### config.mk
export PLATFORM = sky130hd
export DESIGN_NAME = alpha_over_layer_compositor_core
export DESIGN_NICKNAME = d
export VERILOG_FILES = /design/src/design/aoc_pkg.sv /design/src/design/aoc_front.sv /design/src/design/aoc_div_cell.sv /design/src/design/alpha_over_layer_compositor_core.sv
export SDC_FILE = /design/constraint.sdc
export NUM_CORES = 2
export LEC_CHECK = 0
export ABC_AREA = 1
export BUFFER_PORTS_ARGS = -buffer_cell sky130_fd_sc_hd__buf_2
export CORE_MARGIN = 10
export CORE_UTILIZATION = 33
export CTS_CLUSTER_SIZE = 14
export DETAILED_ROUTE_END_ITERATION = 7
export GPL_TIMING_DRIVEN = 0
export PLACE_DENSITY = 0.5
export SLEW_MARGIN = 20
export SYNTH_ARGS = -nofsm -noshare
export SYNTH_HDL_FRONTEND = slang
export SYNTH_SLANG_ARGS = --single-unit
### constraint.sdc
create_clock -name i_clk -period 10.95 [get_ports i_clk]
set_input_delay 0 -clock i_clk [delete_from_list [all_inputs] [get_ports i_clk]]
set_output_delay 0 -clock i_clk [all_outputs]
set_load 0.01 [all_outputs]
### src/design/aoc_pkg.sv
// Shared types, constants and helper functions of the alpha-over compositor.
`default_nettype none
package aoc_pkg;

    localparam int unsigned NumChan = 3;

    typedef enum logic [2:0] {
        REG_OPACITY  = 3'd0,
        REG_OFFSET_X = 3'd1,
        REG_OFFSET_Y = 3'd2,
        REG_WIDTH    = 3'd3,
        REG_HEIGHT   = 3'd4
    } t_reg_idx;

    // Item state handed from one divider cell to the next.
    typedef struct packed {
        logic                    we;
        logic [35:0]             idx;
        logic [7:0]              oa;
        logic [NumChan-1:0][15:0] rem;
        logic [NumChan-1:0][7:0]  quo;
    } t_cell;

    // Exact x / 255 for any 8x8-bit product.
    function automatic logic [7:0] div255(input logic [15:0] x);
        logic [15:0] t;
        t = x + {8'd0, x[15:8]} + 16'd1;
        return t[15:8];
    endfunction

endpackage
`default_nettype wire

### src/design/aoc_front.sv
// Front pipeline: placement, clipping, alpha scaling and blend numerators.
`default_nettype none
module aoc_front (
    input  wire logic                 i_clk,
    input  wire logic [4:0]           i_adv,
    input  wire logic [103:0]         i_data,
    input  wire logic [7:0]           i_opacity,
    input  wire logic signed [19:0]   i_offset_x,
    input  wire logic signed [19:0]   i_offset_y,
    input  wire logic [18:0]          i_width,
    input  wire logic [18:0]          i_height,
    output aoc_pkg::t_cell            o_cell
);

    typedef struct packed {
        logic signed [21:0] col;
        logic signed [21:0] row;
        logic [15:0]        pa;
        logic [2:0][7:0]    sc;
        logic [2:0][7:0]    dc;
        logic [7:0]         da;
    } t_s1;

    typedef struct packed {
        logic               on_canvas;
        logic [7:0]         sa;
        logic [36:0]        prod;
        logic [17:0]        col;
        logic [2:0][7:0]    sc;
        logic [2:0][7:0]    dc;
        logic [7:0]         da;
    } t_s2;

    typedef struct packed {
        logic               we;
        logic [7:0]         sa;
        logic [15:0]        pw;
        logic [35:0]        idx;
        logic [2:0][7:0]    sc;
        logic [2:0][7:0]    dc;
    } t_s3;

    typedef struct packed {
        logic               we;
        logic [7:0]         sa;
        logic [7:0]         w;
        logic [35:0]        idx;
        logic [2:0][15:0]   ps;
        logic [2:0][7:0]    dc;
    } t_s4;

    t_s1 r_s1;
    t_s2 r_s2;
    t_s3 r_s3;
    t_s4 r_s4;
    aoc_pkg::t_cell r_s5;
    t_s1 n_s1;
    t_s2 n_s2;
    t_s3 n_s3;
    t_s4 n_s4;
    aoc_pkg::t_cell n_s5;

    always_comb begin
        n_s1.col = $signed({4'd0, i_data[17:0]}) + 22'(i_offset_x);
        n_s1.row = $signed({4'd0, i_data[35:18]}) + 22'(i_offset_y);
        n_s1.pa  = i_data[67:60] * i_opacity;
        for (int k = 0; k < 3; k++) begin
            n_s1.sc[k] = i_data[36 + 8*k +: 8];
            n_s1.dc[k] = i_data[68 + 8*k +: 8];
        end
        n_s1.da = i_data[99:92];

        n_s2.on_canvas = !r_s1.col[21] && !r_s1.row[21]
                    && (r_s1.col < $signed({3'd0, i_width}))
                    && (r_s1.row < $signed({3'd0, i_height}));
        n_s2.sa   = aoc_pkg::div255(r_s1.pa);
        n_s2.prod = r_s1.row[17:0] * i_width;
        n_s2.col  = r_s1.col[17:0];
        n_s2.sc   = r_s1.sc;
        n_s2.dc   = r_s1.dc;
        n_s2.da   = r_s1.da;

        n_s3.we  = r_s2.on_canvas && (r_s2.sa != 8'd0);
        n_s3.sa  = r_s2.sa;
        n_s3.pw  = r_s2.da * (8'd255 - r_s2.sa);
        n_s3.idx = r_s2.prod[35:0] + {18'd0, r_s2.col};
        n_s3.sc  = r_s2.sc;
        n_s3.dc  = r_s2.dc;

        n_s4.we  = r_s3.we;
        n_s4.sa  = r_s3.sa;
        n_s4.w   = aoc_pkg::div255(r_s3.pw);
        n_s4.idx = r_s3.idx;
        for (int k = 0; k < 3; k++) begin
            n_s4.ps[k] = r_s3.sc[k] * r_s3.sa;
        end
        n_s4.dc = r_s3.dc;

        // The numerators never exceed 255 times the result alpha, so 16 bits hold them.
        n_s5.we  = r_s4.we;
        n_s5.idx = r_s4.idx;
        n_s5.oa  = r_s4.sa + r_s4.w;
        for (int k = 0; k < 3; k++) begin
            n_s5.rem[k] = r_s4.ps[k] + r_s4.dc[k] * r_s4.w;
            n_s5.quo[k] = 8'd0;
        end
    end

    always_ff @(posedge i_clk) begin
        if (i_adv[0]) r_s1 <= n_s1;
        if (i_adv[1]) r_s2 <= n_s2;
        if (i_adv[2]) r_s3 <= n_s3;
        if (i_adv[3]) r_s4 <= n_s4;
        if (i_adv[4]) r_s5 <= n_s5;
    end

    assign o_cell = r_s5;

endmodule
`default_nettype wire

### src/design/aoc_div_cell.sv
// One restoring-division cell: settles one quotient bit for all three channels.
`default_nettype none
module aoc_div_cell #(
    parameter int unsigned BIT = 7
) (
    input  wire logic           i_clk,
    input  wire logic           i_adv,
    input  wire aoc_pkg::t_cell i_cell,
    output aoc_pkg::t_cell      o_cell
);

    aoc_pkg::t_cell r_cell;
    aoc_pkg::t_cell n_cell;
    logic [15:0]    trial;

    always_comb begin
        trial  = {8'd0, i_cell.oa} << BIT;
        n_cell = i_cell;
        for (int k = 0; k < aoc_pkg::NumChan; k++) begin
            if (i_cell.rem[k] >= trial) begin
                n_cell.rem[k]      = i_cell.rem[k] - trial;
                n_cell.quo[k][BIT] = 1'b1;
            end
        end
    end

    always_ff @(posedge i_clk) begin
        if (i_adv) r_cell <= n_cell;
    end

    assign o_cell = r_cell;

endmodule
`default_nettype wire

### src/design/alpha_over_layer_compositor_core.sv
// Throughput: one item per cycle when the output is not stalled; five front stages,
// eight division cells (one quotient bit each) and the output register each hold one item.
// Every stage can refill while a later one waits, so no bubble is lost.
// Reset clears all valid bits and loads the register defaults
// (opacity 255, offsets 0, canvas size MAX_DIMENSION).
`default_nettype none
module alpha_over_layer_compositor_core #(
    parameter int MAX_DIMENSION = 262144
) (
    input  wire logic         i_clk,
    input  wire logic         i_rst_n,
    input  wire logic         s_axis_tvalid,
    output logic              s_axis_tready,
    // src_x, src_y, src_red, src_green, src_blue, src_alpha,
    // dst_red, dst_green, dst_blue, dst_alpha, 4 zero bits
    input  wire logic [103:0] s_axis_tdata,
    output logic              m_axis_tvalid,
    input  wire logic         m_axis_tready,
    // pixel_index, out_red, out_green, out_blue, out_alpha, 4 zero bits
    output logic [71:0]       m_axis_tdata,
    // write_enable
    output logic              m_axis_tuser,
    input  wire logic         i_cfg_we,
    input  wire logic [2:0]   i_cfg_addr,
    input  wire logic [19:0]  i_cfg_wdata
);

    localparam int NStage = 14;
    localparam int NFront = 5;
    localparam logic signed [19:0] OfsMax = 20'(MAX_DIMENSION);
    localparam logic signed [19:0] OfsMin = 20'(-MAX_DIMENSION);
    localparam logic [18:0]        DimMax = 19'(MAX_DIMENSION);

    logic [7:0]         r_opacity;
    logic signed [19:0] r_offset_x;
    logic signed [19:0] r_offset_y;
    logic [18:0]        r_width;
    logic [18:0]        r_height;
    logic signed [19:0] n_offset;
    logic [18:0]        n_dim;

    logic [NStage-1:0]  r_vld;
    logic [NStage-1:0]  adv;
    aoc_pkg::t_cell     chain [0:8];
    logic [71:0]        r_out;
    logic               r_out_we;

    always_comb begin
        n_offset = $signed(i_cfg_wdata);
        if ($signed(i_cfg_wdata) > OfsMax) n_offset = OfsMax;
        if ($signed(i_cfg_wdata) < OfsMin) n_offset = OfsMin;
        n_dim = (i_cfg_wdata[18:0] > DimMax) ? DimMax : i_cfg_wdata[18:0];
    end

    always_ff @(posedge i_clk) begin
        if (!i_rst_n) begin
            r_opacity  <= 8'd255;
            r_offset_x <= 20'sd0;
            r_offset_y <= 20'sd0;
            r_width    <= DimMax;
            r_height   <= DimMax;
        end else if (i_cfg_we) begin
            unique case (i_cfg_addr)
                aoc_pkg::REG_OPACITY:  r_opacity  <= i_cfg_wdata[7:0];
                aoc_pkg::REG_OFFSET_X: r_offset_x <= n_offset;
                aoc_pkg::REG_OFFSET_Y: r_offset_y <= n_offset;
                aoc_pkg::REG_WIDTH:    r_width    <= n_dim;
                aoc_pkg::REG_HEIGHT:   r_height   <= n_dim;
                default: ;
            endcase
        end
    end

    // A stage loads when it is empty or its content moves on this cycle.
    always_comb begin
        adv[NStage-1] = !r_vld[NStage-1] || m_axis_tready;
        for (int i = NStage-2; i >= 0; i--) begin
            adv[i] = !r_vld[i] || adv[i+1];
        end
    end

    always_ff @(posedge i_clk) begin
        if (!i_rst_n) begin
            r_vld <= '0;
        end else begin
            if (adv[0]) r_vld[0] <= s_axis_tvalid;
            for (int i = 1; i < NStage; i++) begin
                if (adv[i]) r_vld[i] <= r_vld[i-1];
            end
        end
    end

    aoc_front u_front (
        .i_clk      (i_clk),
        .i_adv      (adv[NFront-1:0]),
        .i_data     (s_axis_tdata),
        .i_opacity  (r_opacity),
        .i_offset_x (r_offset_x),
        .i_offset_y (r_offset_y),
        .i_width    (r_width),
        .i_height   (r_height),
        .o_cell     (chain[0])
    );

    for (genvar g = 0; g < 8; g++) begin : g_cell
        aoc_div_cell #(.BIT(7 - g)) u_cell (
            .i_clk  (i_clk),
            .i_adv  (adv[NFront + g]),
            .i_cell (chain[g]),
            .o_cell (chain[g+1])
        );
    end

    always_ff @(posedge i_clk) begin
        if (adv[NStage-1]) begin
            r_out_we <= chain[8].we;
            if (chain[8].we) begin
                r_out <= {4'd0, chain[8].oa, chain[8].quo[2], chain[8].quo[1],
                          chain[8].quo[0], chain[8].idx};
            end else begin
                r_out <= '0;
            end
        end
    end

    assign s_axis_tready = adv[0];
    assign m_axis_tvalid = r_vld[NStage-1];
    assign m_axis_tdata  = r_out;
    assign m_axis_tuser  = r_out_we;

endmodule
`default_nettype wire

# Word level (Yosys, flattened, before mapping)
# Index checks and enable logic that the tools add are counted.
totals:
  ff_bits: 1539
classes:
  n_reduce_logical: 41
  n_eq_ne: 4
  order_cmp: 29
  n_addsub: 33
  n_mux: 24
  multipliers: 9
ops:
  columns: ["cell", "n"]
  rows:
  - ["$mux 16", 21]
  - ["$mul 8x8->16", 7]
  - ["$add 16x16->16", 3]
  - ["$ge 16x10->1", 3]
  - ["$ge 16x11->1", 3]
  - ["$ge 16x12->1", 3]
  - ["$ge 16x13->1", 3]
  - ["$ge 16x14->1", 3]
  - ["$ge 16x15->1", 3]
  - ["$ge 16x8->1", 3]
  - ["$ge 16x9->1", 3]
  - ["$sub 16x10->16", 3]
  - ["$sub 16x11->16", 3]
  - ["$sub 16x12->16", 3]
  - ["$sub 16x13->16", 3]
  - ["$sub 16x14->16", 3]
  - ["$sub 16x15->16", 3]
  - ["$sub 16x9->16", 3]
  - ["$lt 22x20->1", 2]
  - ["$add 19x20->21", 2]
  - ["$mux 20", 2]
  - ["$add 36x18->36", 1]
  - ["$mul 18x19->36", 1]
  - ["$add 16x1->16 const B", 2]
  - ["17 further kinds", 54]

# Longest topological paths before layout
depth:
  depth_word: 15
  depth_mapped: 26

# Hierarchy
# A second synthesis with hierarchy kept.
unflattened:
  hier_cells: 11150
  hier_area_um2: 106281.9
modules_own_cells:
  columns: ["module", "seq_area_each_um2", "area_each_um2", "cells_per_inst", "n_inst"]
  rows:
  - ["aoc_front", 16816.1, 52626.7, 5736, 1]
  - ["alpha_over_layer_compositor_core", 4073.9, 6317.3, 673, 1]
  - ["aoc_div_cell at g_cell[7].u_cell", 3513.4, 6252.2, 630, 1]
  - ["aoc_div_cell at g_cell[6].u_cell", 3513.4, 6203.4, 656, 1]
  - ["aoc_div_cell at g_cell[5].u_cell", 3513.4, 6149.6, 640, 1]
  - ["aoc_div_cell at g_cell[4].u_cell", 3513.4, 5881.9, 603, 1]
  - ["aoc_div_cell at g_cell[3].u_cell", 3513.4, 5873.1, 572, 1]
  - ["aoc_div_cell at g_cell[2].u_cell", 3513.4, 5810.6, 584, 1]
  - ["aoc_div_cell at g_cell[1].u_cell", 3513.4, 5592.9, 536, 1]
  - ["aoc_div_cell at g_cell[0].u_cell", 3513.4, 5574.1, 520, 1]

# Worst setup path before layout
# Ideal clock, no wire load.
synth_timing:
  path_kind: "register to register"
  start: "register r_vld[13]"
  end: "register u_front.r_s1, in the netlist u_front.n_s2[0], enable pin"
  path_stages_with_launch: 8
  path_slack_ns: -0.551
  n_path_buf: 0
  arrival_ns: 9.922
  synth_period_minus_slack_ns: 11.501
  cell_sequence: "dfxtp_1 nand3_2 nor2_2 nand4_2 nor2_2 nand4_2 nor2_4 nand4_1"
synth_via:
  elab_chain_len: 15
synth_lines:
  columns: ["element", "line_no", "text"]
  rows:
  - ["from (decl)", "alpha_over_layer_compositor_core.sv:42", "logic [NStage-1:0] r_vld;"]
  - ["from (signal, indexed assignment)", "alpha_over_layer_compositor_core.sv:88", "if (adv[i]) r_vld[i] <= r_vld[i-1];"]
  - ["$logic_not 1->1", "alpha_over_layer_compositor_core.sv:76", "adv[NStage-1] = !r_vld[NStage-1] || m_axis_tready;"]
  - ["$logic_or 1x1->1", "alpha_over_layer_compositor_core.sv:76", null]
  - ["$logic_or 1x1->1", "alpha_over_layer_compositor_core.sv:78", "adv[i] = !r_vld[i] || adv[i+1];"]
  - ["net adv[12]", "alpha_over_layer_compositor_core.sv:43", "logic [NStage-1:0] adv;"]
  - ["$logic_or 1x1->1 (4 in series)", "alpha_over_layer_compositor_core.sv:78", null]
  - ["net adv[8]", "alpha_over_layer_compositor_core.sv:43", null]
  - ["$logic_or 1x1->1 (4 in series)", "alpha_over_layer_compositor_core.sv:78", null]
  - ["net adv[4]", "alpha_over_layer_compositor_core.sv:43", null]
  - ["$logic_or 1x1->1 (4 in series)", "alpha_over_layer_compositor_core.sv:78", null]
  - ["net s_axis_tready", "alpha_over_layer_compositor_core.sv:13", "output logic s_axis_tready,"]
  - ["to (signal assigned)", "aoc_front.sv:110", "if (i_adv[0]) r_s1 <= n_s1;"]
  - ["to (decl)", "aoc_front.sv:52", "t_s1 r_s1;"]
# The timed path passes the listed nets, and every way through them passes these cells.
# A chain may end at the register's enable or synchronous reset.

==> impl_metrics.tcl <==
set metrics [dict create \
    grt_max_degree 90 \
    fin_nets 11200 \
    synth_top_area_share 0.454 \
    maxSlewViolCount 0 \
    whs_path_depth 4 \
    synth_area_per_cell_um2 10.4 \
    grt_pass1_vias 65300 \
    drive_above_1_share 0.0694 \
    path_depth 20 \
    ys_types 64 \
    cp_max_fo 10 \
    max-slew-margin-rel 0.394 \
    ctsResizeCount 0 \
    area_growth_syn_to_layout_pct 15.4 \
    ios 207 \
    ys.flop_type "edfxtp_1" \
    skew_ps 98.7 \
    crit_family "adder cells" \
    cp_slowest_cell "clkbuf_1" \
    status "finished, final reports clean" \
    cts-root-buf "clkbuf_16" \
    grt_pass1_wl_mm 365 \
    clkLatencyLatePin_ps 860 \
    hp-class "in -> reg" \
    track_usage 0.147 \
    fill_cells 28000 \
    synth_largest_area_cell "edfxtp_1" \
    critPathBufInv 5 \
    clk_pin_slew_worst_paths_ps 60 \
    clockBufferDepth 4 \
    port_buffers 188 \
    fin_crit_sh 0.641 \
    clock_sinks 1533 \
    ant_nets 0 \
    setup_violations 0 \
    fp-row-count 196 \
    drt_iter0_markers 3205 \
    drc 0 \
    crit_chain "clkbuf_1 -> clkbuf_1 -> nand2_1 -> fa_1 -> fa_1 -> inv_1 -> fa_1 -> fa_1 -> fa_1 -> inv_1 -> fa_1 -> inv_1 -> ha_1 -> a21oi_1 -> o21ai_0 -> a21oi_1 -> nand3_1 -> nand2_1 -> nand3_1 -> xor2_1" \
    tns_ps 0 \
    wire_per_inst_um 16.7 \
    path_common_cell "fa_1" \
    regArea_um2 45000 \
    viasPerCell 4.55 \
    synth.most_common_cell "inv_1" \
    worstPathArrival_ps 7610 \
    wl_mm 228 \
    fp.dieArea_um2 309000 \
    cts_htree_levels 4 \
    synth_top_cells_by_area "edfxtp_1, fa_1, ha_1, inv_1, nand2_1" \
    rsz0062_at_grt "no" \
    synth_common_cells "inv_1, nand2_1, edfxtp_1, ha_1, fa_1" \
    placed_area_um2 101000 \
    gp_congestion 0.886 \
    path_class "reg -> reg" \
    tightest_slew_ps 909 \
    coreArea_um2 285000 \
    chipWidth_um 556 \
    synth_edf_count 1433 \
    drtPass1Iterations 6 \
    fmax_ghz 0.142 \
    yosysSeqAreaShare 0.475 \
    vias 62100 \
    min_period_ps 7020 \
    netlist_area_um2 94800 \
    cp_slowest_stage_delay_ps 750 \
    end_kind "register" \
    cap_viol_max_count 0 \
    cp-start-kind "register" \
    grt.overflow.total 0 \
    hold_viol_final 0 \
    postCtsSetupBuffers 0 \
    start_util 0.332 \
    crit_required_ps 11540 \
    postSynthCellCount 9104 \
    antenna_found_initial 2 \
    ys_warn_count 0 \
    cts_tree "built" \
    dp_hpwl_mm 182 \
    r2r_cells 20 \
    finalInstanceArea_um2 109000 \
    numCtsBuffers 185 \
    multiInputGateArea_um2 41700 \
    ys_ff_latch 1533 \
    ys_async_sr_fraction 0 \
    fp.dieH_um 556 \
]
==> worst paths after layout <==
kind,startpoint,endpoint,slack [ps]
max,r_width[14],u_front.r_s2[106],3930
min,s_axis_tvalid,r_vld[0],50
max reg2reg,r_width[14],u_front.r_s2[106],3930
min reg2reg,u_front.o_cell[25],g_cell[0].u_cell.o_cell[25],370
==> through the flow <==
step	std cells	utilization	setup slack [ps]	hold slack [ps]
2_1_floorplan	9107	-	357	98.9
3_3_place_gp	13100	0.352	-4870	177
3_5_place_dp	13100	0.354	3980	178
4_1_cts	13600	0.383	3990	35.8
5_1_grt	13600	0.383	3690	71.7
6_report	13600	0.383	3930	49.4
==> worst register-to-register path, stage by stage, from the launching register on <==
cell      delay [ps]
dfxtp_1          320
clkbuf_1         490
clkbuf_1         750
nand2_1          210
fa_1             570
fa_1             550
inv_1             70
fa_1             550
fa_1             430
fa_1             490
inv_1             50
fa_1             550
inv_1             70
ha_1             350
a21oi_1          300
o21ai_0          220
a21oi_1          210
nand3_1          210
nand2_1          120
nand3_1           80
xor2_1           160
==> cells by family after synthesis <==
logic type	Yosys count	share of synthesized area
DFF	1533	0.475
other	1	0.0000396
and+or+nand+nor	2716	0.118
AOI/OAI and AO/OA	1071	0.0638
adders and majority gates	1321	0.224
xor gates and xnor gates	359	0.0332
buffers and inverters	2103	0.0855
==> per-layer routing <==
metal  global-route usage  wire (um)  vias to the layer above
li1                     -          -                    30700
met4               0.0474       7770                        0
met2                0.251     109000                     1255
met1                0.193     103000                    29700
met5                    0          0                        -
met3               0.0189       9060                      372
==> sequential cells by signal (all words and copies together) (netlist names), 37 cells and up <==
register and count:
u_front.n_s3 56, m_axis_tdata 68, g_cell.u_cell.o_cell 804, u_front.o_cell 93
u_front.r_s4 88, u_front.n_s5 37, u_front.n_s4 69, u_front.n_s2 74
u_front.r_s2 63, u_front.r_s3 40, u_front.r_s1 40
==> cell type report <==
class / count / share of cell area
Antenna cell: 1 / 0.0000229
Buffer: 242 / 0.0102
Clock buffer: 222 / 0.0442
Clock inverter: 110 / 0.0106
Inverter: 1861 / 0.0642
Multi-Input combinational cell: 5471 / 0.381
Sequential cell: 1533 / 0.412
Tap cell: 3762 / 0.0430
Timing Repair Buffer: 446 / 0.0348
==> cell usage in the layout (no fill, tap or decap), drive strengths merged, types with 26 or more instances in the layout <==
master,synthesis,final
o21bai,28,28
a21oi,465,465
dlygate4sd3,0,228
xor2,233,233
fa,626,626
clkbuf,190,412
o211ai,29,29
a31oi,36,36
nand3,206,206
dfxtp,100,100
nand2,1802,1802
nor3,95,95
nor2,438,438
a21o,26,26
or2,42,42
ha,695,695
edfxtp,1433,1433
o21ai,410,410
nand4,76,76
inv,1861,1870
clkinv,0,69
xnor2,126,126
nor4,32,32
buf,52,270
==> what timing repair did <==
item / 4_1_cts / 5_1_grt
hold buffers: 228 / 0
setup endpoints to repair: 0 / 0
endpoints found under the hold margin: 233 / 0
Power is left out: the tool's default activity adds up to more than one toggle a clock period on the data nets, which glitch-free logic cannot reach.
